<file path="src/bpr_pkg.sv">
// Shared types, constants and helpers for the block permutation reorder.
package bpr_pkg;

  localparam int BLEN_W    = 5;
  localparam int PERM_W    = 4;
  localparam int MAP_W     = 64;
  localparam int POS_W     = 32;
  localparam int REF_W     = 17;
  localparam int REF_MAG_W = 16;
  localparam int STATUS_W  = 2;
  localparam int CFG_IDX_W = 2;

  // remainder unit: bits retired per cycle, iterations per remainder
  localparam int REM_STEPS  = 4;
  localparam int REM_CYCLES = REF_MAG_W / REM_STEPS;
  localparam int REM_CNT_W  = $clog2(REM_CYCLES);

  localparam logic [BLEN_W-1:0]    BLEN_RESET = 5'd1;
  localparam logic [MAP_W-1:0]     PERM_RESET = 64'hFEDC_BA98_7654_3210;
  localparam logic signed [REF_W-1:0] REF_NONE = -17'sd1;
  localparam logic [REF_W-1:0]     REF_SAT    = 17'd65535;
  localparam logic [POS_W-1:0]     POS_NONE   = 32'd0;

  typedef enum logic [STATUS_W-1:0] {
    ST_OK       = 2'd0,
    ST_BAD_PERM = 2'd1,
    ST_NOT_DIV  = 2'd2
  } status_t;

  typedef enum logic [CFG_IDX_W-1:0] {
    REG_BLOCK_LEN = 2'd0,
    REG_PERM_MAP  = 2'd1
  } cfg_reg_t;

  typedef struct packed {
    logic [POS_W-1:0]        position;
    logic signed [REF_W-1:0] ref_id;
  } entry_t;

  function automatic logic [PERM_W-1:0] perm_entry(input logic [MAP_W-1:0] map,
                                                   input logic [PERM_W-1:0] idx);
    perm_entry = map[idx*PERM_W +: PERM_W];
  endfunction

endpackage

</file>
<file path="src/bpr_in_if.sv">
// Input item channel.
interface bpr_in_if;
  logic                             valid;
  logic                             ready;
  logic [bpr_pkg::POS_W-1:0]        position_id;
  logic signed [bpr_pkg::REF_W-1:0] ref_id;
  logic                             stream_end;

  modport source(output valid, position_id, ref_id, stream_end, input ready);
  modport sink(input valid, position_id, ref_id, stream_end, output ready);
endinterface

</file>
<file path="src/bpr_out_if.sv">
// Result channel.
interface bpr_out_if;
  logic                             valid;
  logic                             ready;
  logic [bpr_pkg::POS_W-1:0]        out_position;
  logic signed [bpr_pkg::REF_W-1:0] out_ref;
  logic                             block_last;
  logic [bpr_pkg::STATUS_W-1:0]     status;

  modport source(output valid, out_position, out_ref, block_last, status, input ready);
  modport sink(input valid, out_position, out_ref, block_last, status, output ready);
endinterface

</file>
<file path="src/bpr_cfg_if.sv">
// Register write channel.
interface bpr_cfg_if;
  logic                            valid;
  logic                            ready;
  logic [bpr_pkg::CFG_IDX_W-1:0]   index;
  logic [bpr_pkg::MAP_W-1:0]       data;

  modport source(output valid, index, data, input ready);
  modport sink(input valid, index, data, output ready);
endinterface

</file>
<file path="src/bpr_rem.sv">
// Iterative remainder unit: dividend mod divisor, REM_STEPS bits per cycle.
module bpr_rem (
  input  logic                           clk,
  input  logic                           rst,
  input  logic                           start,
  input  logic [bpr_pkg::REF_MAG_W-1:0]  dividend,
  input  logic [bpr_pkg::BLEN_W-1:0]     divisor,
  output logic                           done,
  output logic [bpr_pkg::BLEN_W-1:0]     rem
);

  logic                           busy;
  logic [bpr_pkg::REM_CNT_W-1:0]  cnt;
  logic [bpr_pkg::REF_MAG_W-1:0]  shreg;
  logic [bpr_pkg::REF_MAG_W-1:0]  shreg_next;
  logic [bpr_pkg::BLEN_W-1:0]     rem_next;
  logic [bpr_pkg::BLEN_W:0]       trial;

  // restoring steps; remainder stays below the divisor
  always_comb begin
    rem_next   = rem;
    shreg_next = shreg;
    trial      = '0;
    for (int k = 0; k < bpr_pkg::REM_STEPS; k++) begin
      trial      = {rem_next, shreg_next[bpr_pkg::REF_MAG_W-1]};
      shreg_next = {shreg_next[bpr_pkg::REF_MAG_W-2:0], 1'b0};
      if (trial >= {1'b0, divisor}) begin
        trial = trial - {1'b0, divisor};
      end
      rem_next = trial[bpr_pkg::BLEN_W-1:0];
    end
  end

  always_ff @(posedge clk) begin
    if (rst) begin
      busy <= 1'b0;
      done <= 1'b0;
      cnt  <= '0;
    end else begin
      done <= 1'b0;
      if (start) begin
        busy <= 1'b1;
        cnt  <= '0;
      end else if (busy) begin
        cnt <= cnt + 1'b1;
        if (cnt == bpr_pkg::REM_CNT_W'(bpr_pkg::REM_CYCLES - 1)) begin
          busy <= 1'b0;
          done <= 1'b1;
        end
      end
    end
  end

  always_ff @(posedge clk) begin
    if (start) begin
      shreg <= dividend;
      rem   <= '0;
    end else if (busy) begin
      shreg <= shreg_next;
      rem   <= rem_next;
    end
  end

endmodule

</file>
<file path="src/bpr_store.sv">
// Block store: one write port, one registered read port.
module bpr_store #(
  parameter int DEPTH = 16,
  parameter int IDX_W = 4
) (
  input  logic                  clk,
  input  logic                  we,
  input  logic [IDX_W-1:0]      waddr,
  input  bpr_pkg::entry_t       wdata,
  input  logic                  re,
  input  logic [IDX_W-1:0]      raddr,
  output bpr_pkg::entry_t       rdata
);

  bpr_pkg::entry_t mem [DEPTH];

  always_ff @(posedge clk) begin
    if (we) begin
      mem[waddr] <= wdata;
    end
  end

  always_ff @(posedge clk) begin
    if (re) begin
      rdata <= mem[raddr];
    end
  end

endmodule

</file>
<file path="src/block_permutation_reorder.sv">
// Block permutation reorder: gathers items into blocks and emits them permuted.
//
// Channels: items (valid/ready, position_id, ref_id, stream_end) in,
// results (valid/ready, out_position, out_ref, block_last, status) out,
// cfg (valid/ready, index, data) writes block_len (0) or perm_map (1).
// Any cfg write clears the partial block; cfg is always ready.
// An item that completes no block, hits no bad slot and does not end the
// stream is taken and gives no word. The item that completes a block of n
// starts emission: each result word takes a store read, a setup step, the
// remainder unit (ref mod n, four bits per cycle; skipped for a negative
// reference) and a load of the output register, and waits while the
// receiver stalls. Bad slot and early stream end give one error word,
// valid in the cycle after the item is taken.
// Items are not accepted while a block is emitted or a word is waiting;
// a stalled receiver simply holds the word and the sequencer.
// Reset: block_len 1, identity perm_map, empty block, no word pending.
module block_permutation_reorder #(
  parameter int MAX_BLOCK = 16
) (
  input  logic        clk,
  input  logic        rst,
  bpr_in_if.sink      items,
  bpr_out_if.source   results,
  bpr_cfg_if.sink     cfg
);

  localparam int IDX_W = $clog2(MAX_BLOCK);
  localparam int CNT_W = $clog2(MAX_BLOCK + 1);

  typedef enum logic [4:0] {
    S_IDLE  = 5'b00001,
    S_READ  = 5'b00010,
    S_START = 5'b00100,
    S_REM   = 5'b01000,
    S_OUT   = 5'b10000
  } state_t;

  state_t                           state;
  logic [bpr_pkg::BLEN_W-1:0]       block_len;
  logic [bpr_pkg::MAP_W-1:0]        perm_map;
  logic [MAX_BLOCK-1:0]             slot_used;
  logic [CNT_W-1:0]                 fill_count;
  logic [IDX_W-1:0]                 emit_idx;
  logic                             emitting;

  logic [bpr_pkg::POS_W-1:0]        out_position;
  logic signed [bpr_pkg::REF_W-1:0] out_ref;
  logic                             out_last;
  bpr_pkg::status_t                 out_status;

  logic [CNT_W-1:0]                 n;
  logic [bpr_pkg::PERM_W-1:0]       slot;
  logic                             bad_slot;
  logic                             block_full;
  logic                             in_take;
  logic                             idx_last;
  bpr_pkg::entry_t                  wr_entry;
  bpr_pkg::entry_t                  rd_entry;
  logic                             rd_neg;
  logic                             rem_start;
  logic                             rem_done;
  logic [bpr_pkg::BLEN_W-1:0]       rem_val;
  logic [bpr_pkg::REF_W-1:0]        remapped;
  logic signed [bpr_pkg::REF_W-1:0] ref_sat;

  // effective block length
  always_comb begin
    if (block_len == '0) begin
      n = CNT_W'(1);
    end else if (block_len > bpr_pkg::BLEN_W'(MAX_BLOCK)) begin
      n = CNT_W'(MAX_BLOCK);
    end else begin
      n = CNT_W'(block_len);
    end
  end

  assign slot       = bpr_pkg::perm_entry(perm_map, bpr_pkg::PERM_W'(fill_count));
  assign bad_slot   = ({1'b0, slot} >= bpr_pkg::BLEN_W'(n)) || slot_used[slot[IDX_W-1:0]];
  assign block_full = (fill_count + CNT_W'(1)) == n;
  assign in_take    = items.valid && items.ready;
  assign idx_last   = CNT_W'(emit_idx) == (n - CNT_W'(1));

  assign items.ready = (state == S_IDLE);
  assign cfg.ready   = 1'b1;

  assign wr_entry.position = items.position_id;
  assign wr_entry.ref_id   = items.ref_id;

  bpr_store #(
    .DEPTH (MAX_BLOCK),
    .IDX_W (IDX_W)
  ) u_store (
    .clk   (clk),
    .we    (in_take && !bad_slot),
    .waddr (slot[IDX_W-1:0]),
    .wdata (wr_entry),
    .re    (state == S_READ),
    .raddr (emit_idx),
    .rdata (rd_entry)
  );

  assign rd_neg    = rd_entry.ref_id[bpr_pkg::REF_W-1];
  assign rem_start = (state == S_START) && !rd_neg;

  bpr_rem u_rem (
    .clk      (clk),
    .rst      (rst),
    .start    (rem_start),
    .dividend (rd_entry.ref_id[bpr_pkg::REF_MAG_W-1:0]),
    .divisor  (bpr_pkg::BLEN_W'(n)),
    .done     (rem_done),
    .rem      (rem_val)
  );

  // ref - (ref mod n) + perm[ref mod n], saturated
  assign remapped = {1'b0, rd_entry.ref_id[bpr_pkg::REF_MAG_W-1:0]}
                  - bpr_pkg::REF_W'(rem_val)
                  + bpr_pkg::REF_W'(bpr_pkg::perm_entry(perm_map,
                                      rem_val[bpr_pkg::PERM_W-1:0]));
  assign ref_sat  = (remapped > bpr_pkg::REF_SAT) ? bpr_pkg::REF_SAT : remapped;

  always_ff @(posedge clk) begin
    if (rst) begin
      state      <= S_IDLE;
      block_len  <= bpr_pkg::BLEN_RESET;
      perm_map   <= bpr_pkg::PERM_RESET;
      slot_used  <= '0;
      fill_count <= '0;
      emit_idx   <= '0;
      emitting   <= 1'b0;
    end else begin
      case (state)
        S_IDLE: begin
          if (in_take) begin
            if (bad_slot) begin
              slot_used  <= '0;
              fill_count <= '0;
              emitting   <= 1'b0;
              state      <= S_OUT;
            end else if (block_full) begin
              slot_used  <= '0;
              fill_count <= '0;
              emit_idx   <= '0;
              emitting   <= 1'b1;
              state      <= S_READ;
            end else if (items.stream_end) begin
              slot_used  <= '0;
              fill_count <= '0;
              emitting   <= 1'b0;
              state      <= S_OUT;
            end else begin
              slot_used[slot[IDX_W-1:0]] <= 1'b1;
              fill_count <= fill_count + CNT_W'(1);
            end
          end
        end
        S_READ: begin
          state <= S_START;
        end
        S_START: begin
          state <= rd_neg ? S_OUT : S_REM;
        end
        S_REM: begin
          if (rem_done) begin
            state <= S_OUT;
          end
        end
        S_OUT: begin
          if (results.ready) begin
            if (emitting && !idx_last) begin
              emit_idx <= emit_idx + IDX_W'(1);
              state    <= S_READ;
            end else begin
              emitting <= 1'b0;
              state    <= S_IDLE;
            end
          end
        end
        default: begin
          state <= S_IDLE;
        end
      endcase

      if (cfg.valid) begin
        case (cfg.index)
          bpr_pkg::REG_BLOCK_LEN: block_len <= cfg.data[bpr_pkg::BLEN_W-1:0];
          bpr_pkg::REG_PERM_MAP:  perm_map  <= cfg.data;
          default: ;
        endcase
        slot_used  <= '0;
        fill_count <= '0;
      end
    end
  end

  // output word register
  always_ff @(posedge clk) begin
    if (state == S_IDLE && in_take && (bad_slot || (!block_full && items.stream_end))) begin
      out_position <= bpr_pkg::POS_NONE;
      out_ref      <= bpr_pkg::REF_NONE;
      out_last     <= 1'b1;
      out_status   <= bad_slot ? bpr_pkg::ST_BAD_PERM : bpr_pkg::ST_NOT_DIV;
    end else if ((state == S_START && rd_neg) || (state == S_REM && rem_done)) begin
      out_position <= rd_entry.position;
      out_ref      <= rd_neg ? rd_entry.ref_id : ref_sat;
      out_last     <= idx_last;
      out_status   <= bpr_pkg::ST_OK;
    end
  end

  assign results.valid        = (state == S_OUT);
  assign results.out_position = out_position;
  assign results.out_ref      = out_ref;
  assign results.block_last   = out_last;
  assign results.status       = out_status;

endmodule

</file>
<file path="src/flat_wrapper.sv">
// flat-port wrapper written by rule: the top's interface ports become plain ports
module block_permutation_reorder_flat 
#(
  parameter int MAX_BLOCK = 16
)
  (clk, rst, items_valid, items_position_id, items_ref_id, items_stream_end, items_ready, results_valid, results_out_position, results_out_ref, results_block_last, results_status, results_ready, cfg_valid, cfg_index, cfg_data, cfg_ready);
  bpr_in_if items_i ();
  bpr_out_if results_i ();
  bpr_cfg_if cfg_i ();
  input  logic clk;
  input  logic rst;
  input wire logic [$bits(items_i.valid)-1:0] items_valid;
  input wire logic [$bits(items_i.position_id)-1:0] items_position_id;
  input wire logic [$bits(items_i.ref_id)-1:0] items_ref_id;
  input wire logic [$bits(items_i.stream_end)-1:0] items_stream_end;
  output wire logic [$bits(items_i.ready)-1:0] items_ready;
  output wire logic [$bits(results_i.valid)-1:0] results_valid;
  output wire logic [$bits(results_i.out_position)-1:0] results_out_position;
  output wire logic [$bits(results_i.out_ref)-1:0] results_out_ref;
  output wire logic [$bits(results_i.block_last)-1:0] results_block_last;
  output wire logic [$bits(results_i.status)-1:0] results_status;
  input wire logic [$bits(results_i.ready)-1:0] results_ready;
  input wire logic [$bits(cfg_i.valid)-1:0] cfg_valid;
  input wire logic [$bits(cfg_i.index)-1:0] cfg_index;
  input wire logic [$bits(cfg_i.data)-1:0] cfg_data;
  output wire logic [$bits(cfg_i.ready)-1:0] cfg_ready;
  assign items_i.valid = items_valid;
  assign items_i.position_id = items_position_id;
  assign items_i.ref_id = items_ref_id;
  assign items_i.stream_end = items_stream_end;
  assign items_ready = items_i.ready;
  assign results_valid = results_i.valid;
  assign results_out_position = results_i.out_position;
  assign results_out_ref = results_i.out_ref;
  assign results_block_last = results_i.block_last;
  assign results_status = results_i.status;
  assign results_i.ready = results_ready;
  assign cfg_i.valid = cfg_valid;
  assign cfg_i.index = cfg_index;
  assign cfg_i.data = cfg_data;
  assign cfg_ready = cfg_i.ready;
  block_permutation_reorder #(.MAX_BLOCK(MAX_BLOCK)) u_core (.clk(clk), .rst(rst), .items(items_i), .results(results_i), .cfg(cfg_i));
endmodule
</file>
<file path="config.mk">
export PLATFORM = sky130hd
export DESIGN_NAME = block_permutation_reorder_flat
export DESIGN_NICKNAME = d
export VERILOG_FILES = /design/src/bpr_pkg.sv /design/src/bpr_in_if.sv /design/src/bpr_out_if.sv /design/src/bpr_cfg_if.sv /design/src/bpr_rem.sv /design/src/bpr_store.sv /design/src/block_permutation_reorder.sv /design/src/flat_wrapper.sv
export SDC_FILE = /design/constraint.sdc
export NUM_CORES = 1
export LEC_CHECK = 0
export BUFFER_PORTS_ARGS = -buffer_cell sky130_fd_sc_hd__buf_2
export CAP_MARGIN = 20
export CORE_ASPECT_RATIO = 2
export CORE_MARGIN = 5
export CORE_UTILIZATION = 46
export CTS_BUF_LIST = sky130_fd_sc_hd__clkbuf_4 sky130_fd_sc_hd__clkbuf_8
export DETAILED_ROUTE_END_ITERATION = 7
export SYNTH_ARGS = -nofsm -noshare
export SYNTH_HDL_FRONTEND = slang
export SYNTH_HIERARCHICAL = 1
export SYNTH_SLANG_ARGS = --single-unit
export TNS_END_PERCENT = 50
</file>
<file path="constraint.sdc">
create_clock -name clk -period 10.3 [get_ports clk]
set_input_delay 1.545 -clock clk [delete_from_list [all_inputs] [get_ports clk]]
set_output_delay 1.545 -clock clk [all_outputs]
set_load 0.02 [all_outputs]
</file>
==> results of run 1 <==
==> registers in the layout, indices dropped and copies added (netlist names), 16 cells and up <==
| register | cells |
|---|---|
| u_core/results.out_position | 32 |
| u_core/u_store/rdata | 49 |
| u_core/u_store/mem | 784 |
| u_core/perm_map | 64 |
| u_core/slot_used | 16 |
| u_core/results.out_ref | 17 |
| u_core/u_rem/shreg | 16 |
==> metal layers <==
layer | share of wire | wire length [microns] | vias up | global-route usage
met5 | 0.0010 | 109 | - | 0
met4 | 0.051 | 5460 | 16 | 0.109
met3 | 0.052 | 5520 | 254 | 0.0457
met2 | 0.54 | 57600 | 766 | 0.404
met1 | 0.35 | 37500 | 12116 | 0.243
li1 | - | - | 10166 | -
==> worst min-delay path by stage <==
stage,startpoint,end,cells after the start
3_5_place_dp,u_core/results.out_position[14],u_core/results.out_position[14],2
3_3_place_gp,u_core/results.out_position[18],u_core/results.out_position[18],2
2_1_floorplan,u_core/perm_map[24],u_core/perm_map[24],2
6_report,u_core/results.out_position[1],u_core/results.out_position[1],2
5_1_grt,u_core/results.out_position[24],u_core/results.out_position[24],2
4_1_cts,u_core/results.out_position[1],u_core/results.out_position[1],2
==> cells in the mapped netlist, drive strengths merged, types with 12 or more instances <==
master and instances:
a21o 17, a21oi 115, a22oi 101, and2 13, buf 51, clkbuf 83, dfxtp 159, edfxtp 851
ha 46, inv 65, mux2 22, mux2i 18, mux4 234, nand2 297, nand2b 13, nand3 65
nor2 51, nor2b 15, nor3 42, o211ai 12, o21ai 16, o221ai 16, xnor2 20, xor2 14
==> metrics by stage <==
| stage | hold slack [ns] | utilization | cell area (sq um) |
|---|---|---|---|
| final | 0.453 | 0.521 | 46500 |
| after global routing | 0.473 | 0.521 | 46400 |
| after global placement | 0.444 | 0.487 | 43500 |
| after floorplan | 0.441 | - | 41400 |
| after detailed placement | 0.443 | 0.488 | 43500 |
| after CTS | 0.459 | 0.520 | 46400 |
==> critical path, delay by kind of cell (launching register included) <==
kind | cells | cell delay (ns)
buffers and inverters | 2 | 0.36
flip-flops | 1 | 0.40
multiplexers | 5 | 2.03
AO/OA/AOI/OAI | 16 | 3.21
adder cells (fa/ha/maj) | 5 | 1.76
AND/OR/NAND/NOR | 3 | 0.83
==> cell type report <==
| type | instances | area share |
|---|---|---|
| multi-input combinational | 1248 | 0.255 |
| sequential | 1010 | 0.619 |
| tap | 1177 | 0.0317 |
| inverter | 66 | 0.00533 |
| clock buffer | 207 | 0.0550 |
| antenna | 8 | 0.000431 |
| timing repair buffer | 216 | 0.0266 |
| clock inverter | 40 | 0.00719 |
==> power breakdown <==
group          switching (mW)  internal [mW]  leakage [nW]  total (mW)
Combinational            1.19          0.866          4.88        2.05
Clock                    1.48           1.70          1.52        3.18
Sequential             0.0629           4.53          8.96        4.59
==> placed cells by master, fill, tap and decap left out, types with 20 or more instances in the layout <==
cell type	instances
a21oi_1	101
ha_1	46
xnor2_1	20
clkbuf_8	160
dfxtp_1	157
a22oi_1	100
inv_1	64
nand2_1	295
buf_4	37
nor3_1	38
clkbuf_4	47
mux2_2	21
edfxtp_1	851
nor2_1	37
buf_2	174
mux4_2	229
nand3_1	64
==> logic make-up after synthesis <==
group,Yosys count,synth area share
muxes,274,0.139
DFF,1010,0.694
xor gates and xnor gates,35,0.00774
buffers and inverters,200,0.0227
other,1,0.0000906
and+or+nand+nor,541,0.0586
AOI/OAI and AO/OA,343,0.0599
adders and majority gates,54,0.0178
==> run metrics, run 1 <==
drt first pass iters 5; Port Buffers 174; Synth Register Bits between 1000 and 1500; TritonCTS Buffers around 140; Pwr Total between 9 and 10 mW; pre-CTS setup slack 1.50 ns; Placer Congestion 0.920; main flop type after synthesis edfxtp_1; Worst-Skew Late Latency slightly above 0.8 ns; CP endpoint kind flip-flop; WL final ~110 mm; clk sinks 1010; Max IR drop VDD around 0.20 mV; Synth top area share 0.618; Reg2Reg Depth 31; Achievable Freq 0.114 GHz; clock period minus worst slack 8.74 ns; largest net degree at the start of global routing between 100 and 150; P_leak 15.4 nW; syn nets 2633; die width between 200 and 250 microns; Reg area roughly 29000 sq um; Avg Cell Area, Syn 16.8 sq um; WP data arrival ~9.4 ns; row cnt approximately 160; Setup TNS 0 ns; Max-Cap Viols 0; die area roughly 96000 sq um; Top Ports ~180; Power per Cell Area about 210 nW/um^2; Yosys warnings 6; unrepaired setup endpoints after global routing false; gate count of the mapped netlist 2458; final slew viol count 0; die height approximately 430 microns; synth top area cells edfxtp_1 (62%), mux4_2 (12%), dfxtp_1 (7.7%); Area Overhead vs Synth 12.3%; Initial Utilization 0.464; FILL cells ~7300; vias per inst around 5.9; DRC errors left 0; global router's overall resource usage 0.221; Layout Cells excl Fill 3972; clock slew at reported path FFs 0.07 ns; max_slew headroom 0.270; Post-synth EDFFs approximately 850; CP max stage delay about 0.50 ns; layout cell share with drive strength beyond 1 0.276; NumNets Final 2858; post-cts resize count 0; DRT iter0 DRCs 1669; CTS H-tree lvls 4; Crit Path Category reg2reg; Vias around 23000; Async SR Flop Fraction 0; outcome completed; reg-to-reg setup timing slack 1.56 ns; area occupied by multi-input gates ~12000 sq um; core area 89200 sq um; r2r endpoint u_core/u_rem/rem[3]; first-pass GRT wire length about 160 mm; synth unique cells between 90 and 100; Final Worst Setup Slack 1.56 ns; initial antenna violation count 16; CP startpoint kind flip-flop; CP startpoint u_core/block_len[2]; Final Cycle Share 0.849; critical-path maximum fanout 9; synthesized area between 40000 and 50000 sq um; Worst EP required approximately 11 ns; Final Skew ~0.039 ns; register area share after synthesis 0.694; final hold violation count 0; TritonCTS clock tree yes; Placed Instances roughly 3700; WL/cell 26.7 microns; Overflow after GRT 0; setup repair bufs after CTS 0; final setup fails 0; Critical-path top delay cell mux2i_2; hold buffer count at cts 0; area leader, netlist edfxtp_1; HPWL after DPL ~63 mm; Worst-Margin Slew around 1.1 ns; Setup crit end u_core/u_rem/rem[3]; Detail Route Antenna Nets 0; vias in the first global route 25135; r2r startpoint u_core/block_len[2]; clock root buffer master clkbuf_8; CTS Buffer Depth 3; Hold WC Path Type reg2reg
No activity file was read; power rests on OpenSTA's default activity.
==> run 2, diff against run 1 <==
- clock period: 10.3 -> 8.95 ns (I/O delays scaled with it)
==> run 2 against run 1 <==
Net effect:
- non-clock buffer count up 13
- routed wire length up 0.77%
- die area stayed put
==> run metrics, run 2 (synthesis results as in run 1) <==
outcome completed (unchanged); P_leak 15.4 nW (about the same); CP endpoint kind flip-flop (unchanged); clk sinks 1010 (unchanged); CP startpoint kind flip-flop (unchanged); HPWL after DPL 66.2 mm (was 62.9 mm); core area 89200 sq um (unchanged); setup repair bufs after CTS 0 (unchanged); Worst EP required 9.61 ns (was 10.99 ns); Detail Route Antenna Nets 0 (unchanged); pre-CTS setup slack 0.574 ns (was 1.50 ns); Levels on crit path 30 (was 31); CP startpoint u_core/block_len[4] (was u_core/block_len[2]); clock period minus worst slack 8.28 ns (was 8.74 ns); die area 96400 sq um (unchanged); Critical-path top delay cell fa_1 (was mux2i_2); r2r startpoint u_core/block_len[4] (was u_core/block_len[2]); Power per Cell Area 244 nW/um^2 (was 211 nW/um^2); post-cts resize count 0 (unchanged); Top Ports 176 (unchanged); most frequent cells in the layout edfxtp_1 (851), nand2_1 (295), mux4_2 (229) (unchanged); commonest non-fill, non-tap cell in the layout edfxtp_1 (unchanged); Area Overhead vs Synth 12.5% (was 12.3%); Top reg by flops u_core/u_store/mem (unchanged); met2 Resource Use GR 0.416 (was 0.404); hold buffer count at cts 0 (unchanged); TritonCTS Buffers 145 (was 141); Final Worst Setup Slack 0.667 ns (was 1.56 ns); CTS Buffer Depth 3 (unchanged); Setup TNS 0 ns (unchanged); number of flip-flops in the largest register 784 (unchanged); CP bufs+invs 3 (was 2); DRT iter0 DRCs 1699 (was 1669); layout cell share with drive strength beyond 1 0.277 (was 0.276); WL final 107 mm (was 106 mm); met1 GRT Util 0.250 (was 0.243); top flop regs u_core/u_store/mem: 784 flops, u_core/perm_map: 64 flops, u_core/u_store/rdata: 49 flops (unchanged); Pwr Total 11.4 mW (was 9.83 mW); grt met3 use 0.0434 (was 0.0457); Final Skew 0.0323 ns (was 0.0394 ns); WHS Path Cells 2 (unchanged); Overflow after GRT 0 (unchanged); Crit Path Category reg2reg (unchanged); CTS H-tree lvls 4 (unchanged); TritonCTS clock tree yes (unchanged); clock slew at reported path FFs 0.06 ns (was 0.07 ns); Max-Cap Viols 0 (unchanged); drt first pass iters 6 (was 5); Worst-Skew Late Latency 0.81 ns (was 0.83 ns); Reg2Reg Depth 30 (was 31); Hold WC Path Type reg2reg (unchanged); global router's overall resource usage 0.223 (was 0.221); clock root buffer master clkbuf_8 (unchanged); first-pass GRT wire length 160 mm (was 158 mm); WL/cell 26.8 microns (was 26.7 microns); die width 222 microns (unchanged); DRC errors left 0 (unchanged); NumNets Final 2875 (was 2858); Placed Instances 3727 (was 3715); initial antenna violation count 10 (was 16); vias per inst 5.84 (was 5.87); Final Cycle Share 0.926 (was 0.849); CP delay by family, top compound AO/OA/AOI/OAI gates (unchanged); final slew viol count 0 (unchanged); grt peak-use layer met2 (unchanged); Achievable Freq 0.121 GHz (was 0.114 GHz); largest net degree at the start of global routing 116 (was 117); final setup fails 0 (unchanged); row cnt 155 (unchanged); Max IR drop VDD 0.242 mV (was 0.200 mV); Layout Cells excl Fill 3988 (was 3972); max_slew headroom 0.250 (was 0.270); final hold violation count 0 (unchanged); Placer Congestion 0.925 (was 0.920); Worst-Margin Slew 1.12 ns (was 1.09 ns); CP max stage delay 0.54 ns (was 0.50 ns); vias in the first global route 24855 (was 25135); min-delay src u_core/results.out_position[24] (was u_core/results.out_position[1]); WP data arrival 8.94 ns (was 9.44 ns); WHS 0.458 ns (was 0.453 ns); die height 434 microns (unchanged); reg-to-reg setup timing slack 0.67 ns (was 1.56 ns); Port Buffers 174 (unchanged); unrepaired setup endpoints after global routing false (unchanged); critical-path maximum fanout 14 (was 9); Initial Utilization 0.464 (unchanged); Vias 23308 (was 23318)
## run 2: final cells by class
cell class,count,area [sq um]
Fill cell,7363,42600
Inverter,66,248
Clock buffer,209,2560
Tap cell,1177,1470
Timing Repair Buffer,229,1360
Sequential cell,1010,28700
Antenna cell,2,5.00
Clock inverter,47,320
Multi-Input combinational cell,1248,11900
## run 2: worst min-delay path: stages, from the launching register on
cell and delay (ns):
dfxtp_1 0.30, nand2_1 0.05, a21oi_1 0.06
## run 2: power breakdown
group | total, mW | switching (mW) | internal, mW
Combinational | 2.44 | 1.40 | 1.03
Clock | 3.65 | 1.72 | 1.93
Sequential | 5.27 | 0.0614 | 5.21
## run 2: path summary, 6_finish.rpt
| kind | endpoint |
|---|---|
| worst max register to register | u_core/u_rem/rem[3] |
| worst min register to register | u_core/results.out_position[24] |
| worst max-delay path | u_core/u_rem/rem[3] |
| worst min-delay path | u_core/results.out_position[24] |
## run 2: through the flow
step	utilization	area, sq um
finish	0.522	46600
global route	0.522	46600
CTS	0.521	46500
detailed placement	0.489	43600
global placement	0.489	43600
floorplan	-	41400
## run 2: metal layers
layer	vias to the layer above	part of all wire
met3	215	0.053
met4	16	0.039
met5	-	0.00087
met2	804	0.55
li1	10207	-
met1	12066	0.35
==> run 3, diff against run 2 <==
- CORE_ASPECT_RATIO: 2 -> 0.8
==> run 3 against run 2 <==
Net effect:
- flip-flop and latch count is the same
- register-to-register slack lost 0.13 ns
- via count shrank 0.58%
- fmax shrank 1.5%
- critical path type unchanged
- critical endpoint is now u_core/u_rem/rem[1]
==> run metrics, run 3 (synthesis results as in run 1) <==
outcome completed (unchanged); number of flip-flops in the largest register 784 (unchanged); r2r startpoint u_core/block_len[2] (was u_core/block_len[4]); final setup fails 0 (unchanged); WL final 99.6 mm (was 107 mm); Initial Utilization 0.464 (about the same); WP data arrival 9.00 ns (was 8.94 ns); NumNets Final 2885 (was 2875); reg-to-reg setup timing slack 0.54 ns (was 0.67 ns); CP endpoint kind flip-flop (unchanged); global router's overall resource usage 0.205 (was 0.223); highest routed layer met5 (unchanged); unrepaired setup endpoints after global routing false (unchanged); clock root buffer master clkbuf_8 (unchanged); CTS H-tree lvls 4 (unchanged); hold buffer count at cts 0 (unchanged); HPWL after DPL 58.8 mm (was 66.2 mm); area occupied by multi-input gates 11900 sq um (about the same); WHS Path Cells 2 (unchanged); Port Buffers 174 (unchanged); Reg area 28700 sq um (unchanged); Achievable Freq 0.119 GHz (was 0.121 GHz); Crit Path Category reg2reg (unchanged); drt first pass iters 5 (was 6); Final Skew 0.0335 ns (was 0.0323 ns); M1 WL 45.4 mm (was 38.0 mm); Power per Cell Area 248 nW/um^2 (was 244 nW/um^2); DRT iter0 DRCs 1944 (was 1699); TritonCTS clock tree yes (unchanged); clk sinks 1010 (unchanged); Overflow after GRT 0 (unchanged); largest net degree at the start of global routing 137 (was 116); min-delay src u_core/results.out_position[16] (was u_core/results.out_position[24]); core area 89300 sq um (was 89200 sq um); vias in the first global route 23738 (was 24855); Reg2Reg Depth 33 (was 30); r2r endpoint u_core/u_rem/rem[1] (was u_core/u_rem/rem[3]); FILL cells 7320 (was 7363); Worst EP required 9.54 ns (was 9.61 ns); Area Overhead vs Synth 13.3% (was 12.5%); Endpoint, Worst Hold u_core/results.out_position[16] (was u_core/results.out_position[24]); Max-Cap Viols 0 (unchanged); Placer Congestion 0.837 (was 0.925); final hold violation count 0 (unchanged); DRC errors left 0 (unchanged); Max IR drop VDD 0.205 mV (was 0.242 mV); Setup TNS 0 ns (unchanged); first-pass GRT wire length 150 mm (was 160 mm); die area 96100 sq um (was 96400 sq um); most frequent cells in the layout edfxtp_1 (851), nand2_1 (295), mux4_2 (229) (unchanged); CP startpoint kind flip-flop (unchanged); clock period minus worst slack 8.41 ns (was 8.28 ns); clock slew at reported path FFs 0.06 ns (about the same); met2 WL post-DR 46.1 mm (was 59.1 mm); Worst-Skew Late Latency 0.79 ns (was 0.81 ns); Hold WC Path Type reg2reg (unchanged); Top reg by flops u_core/u_store/mem (unchanged); Design Area, Final 46900 sq um (was 46600 sq um); vias per inst 5.74 (was 5.84); critical-path maximum fanout 9 (was 14); top flop regs u_core/u_store/mem: 784 flops, u_core/perm_map: 64 flops, u_core/u_store/rdata: 49 flops (unchanged); CP bufs+invs 4 (was 3); max_slew headroom 0.221 (was 0.250); CP delay by family, top compound AO/OA/AOI/OAI gates (unchanged); CTS Buffer Depth 3 (unchanged); Vias 23173 (was 23308); WL/cell 24.7 microns (was 26.8 microns); final slew viol count 0 (unchanged); row cnt 98 (was 155); Worst-Margin Slew 1.16 ns (was 1.12 ns); cell area after placement 43600 sq um (about the same); die height 278 microns (was 434 microns); CP max stage delay 0.46 ns (was 0.54 ns); Final Cycle Share 0.940 (was 0.926); commonest non-fill, non-tap cell in the layout edfxtp_1 (unchanged); P_leak 15.6 nW (was 15.4 nW); metal3 WL 6.43 mm (was 5.72 mm); initial antenna violation count 10 (unchanged); Top Ports 176 (unchanged); Detail Route Antenna Nets 0 (unchanged); die width 345 microns (was 222 microns); TritonCTS Buffers 156 (was 145); layout cell share with drive strength beyond 1 0.277 (about the same); Critical-path top delay cell or3_1 (was fa_1)
-- run 3: changes by cell type in the layout (fill, tap and decap cells not counted), sizes merged --
cell	delta
bufinv	+6
clkbuf	-11
clkinv	+24
clkinvlp	+2
diode	+3
inv	+4
-- run 3: where the power goes --
part | internal [mW] | switching [mW]
Clock | 2.11 | 1.80
Sequential | 5.21 | 0.0636
Combinational | 1.08 | 1.35
Total | 8.40 | 3.22
-- run 3: what timing repair did --
action,4_1_cts,5_1_grt
setup buffers,0,3
setup endpoints to repair,0,5
resized for setup,0,2
-- run 3: worst min-delay path, delay by kind of cell (launching register included) --
| family | cells | cell delay, ns |
|---|---|---|
| compound gates | 1 | 0.05 |
| simple gates | 1 | 0.05 |
| flops | 1 | 0.30 |
-- run 3: how the worst max path moves through the flow --
stage	startpoint	to	slack, ns	depth (start not counted)
after detailed placement	u_core/block_len[4]	u_core/u_rem/rem[4]	0.46	30
after global placement	u_core/block_len[2]	u_core/u_rem/rem[3]	0.55	33
after CTS	u_core/block_len[2]	u_core/u_rem/rem[4]	0.43	32
final	u_core/block_len[2]	u_core/u_rem/rem[1]	0.54	33
after global routing	u_core/block_len[4]	u_core/u_rem/rem[0]	0.02	32
after floorplan	u_core/fill_count[2]	u_core/u_store/mem[0][0]	1.26	14
-- run 3: final cells by class --
type / instances / share of cell area
multi-input combinational: 1248 / 0.253
antenna: 5 / 0.000267
timing repair buffer: 228 / 0.0286
inverter: 66 / 0.00528
tap: 1200 / 0.0320
clock inverter: 83 / 0.0144
clock buffer: 199 / 0.0532
sequential: 1010 / 0.613
-- run 3: metal layers --
metal  track usage  up-vias
li1              -    10261
met1         0.304    12032
met2         0.315      739
met3        0.0413      133
met4        0.0512        8
met5       0.00340        -
-- run 3: per-stage QoR --
stage	utilization	hold WS (ns)	setup WS (ns)	total power, mW	cells
floorplan	-	0.441	1.26	7.12	2458
global placement	0.488	0.448	0.550	7.67	3745
detailed placement	0.488	0.448	0.463	7.70	3746
CTS	0.524	0.457	0.432	11.6	4028
global route	0.525	0.478	0.0198	12.2	4036
finish	0.525	0.453	0.540	11.6	4039
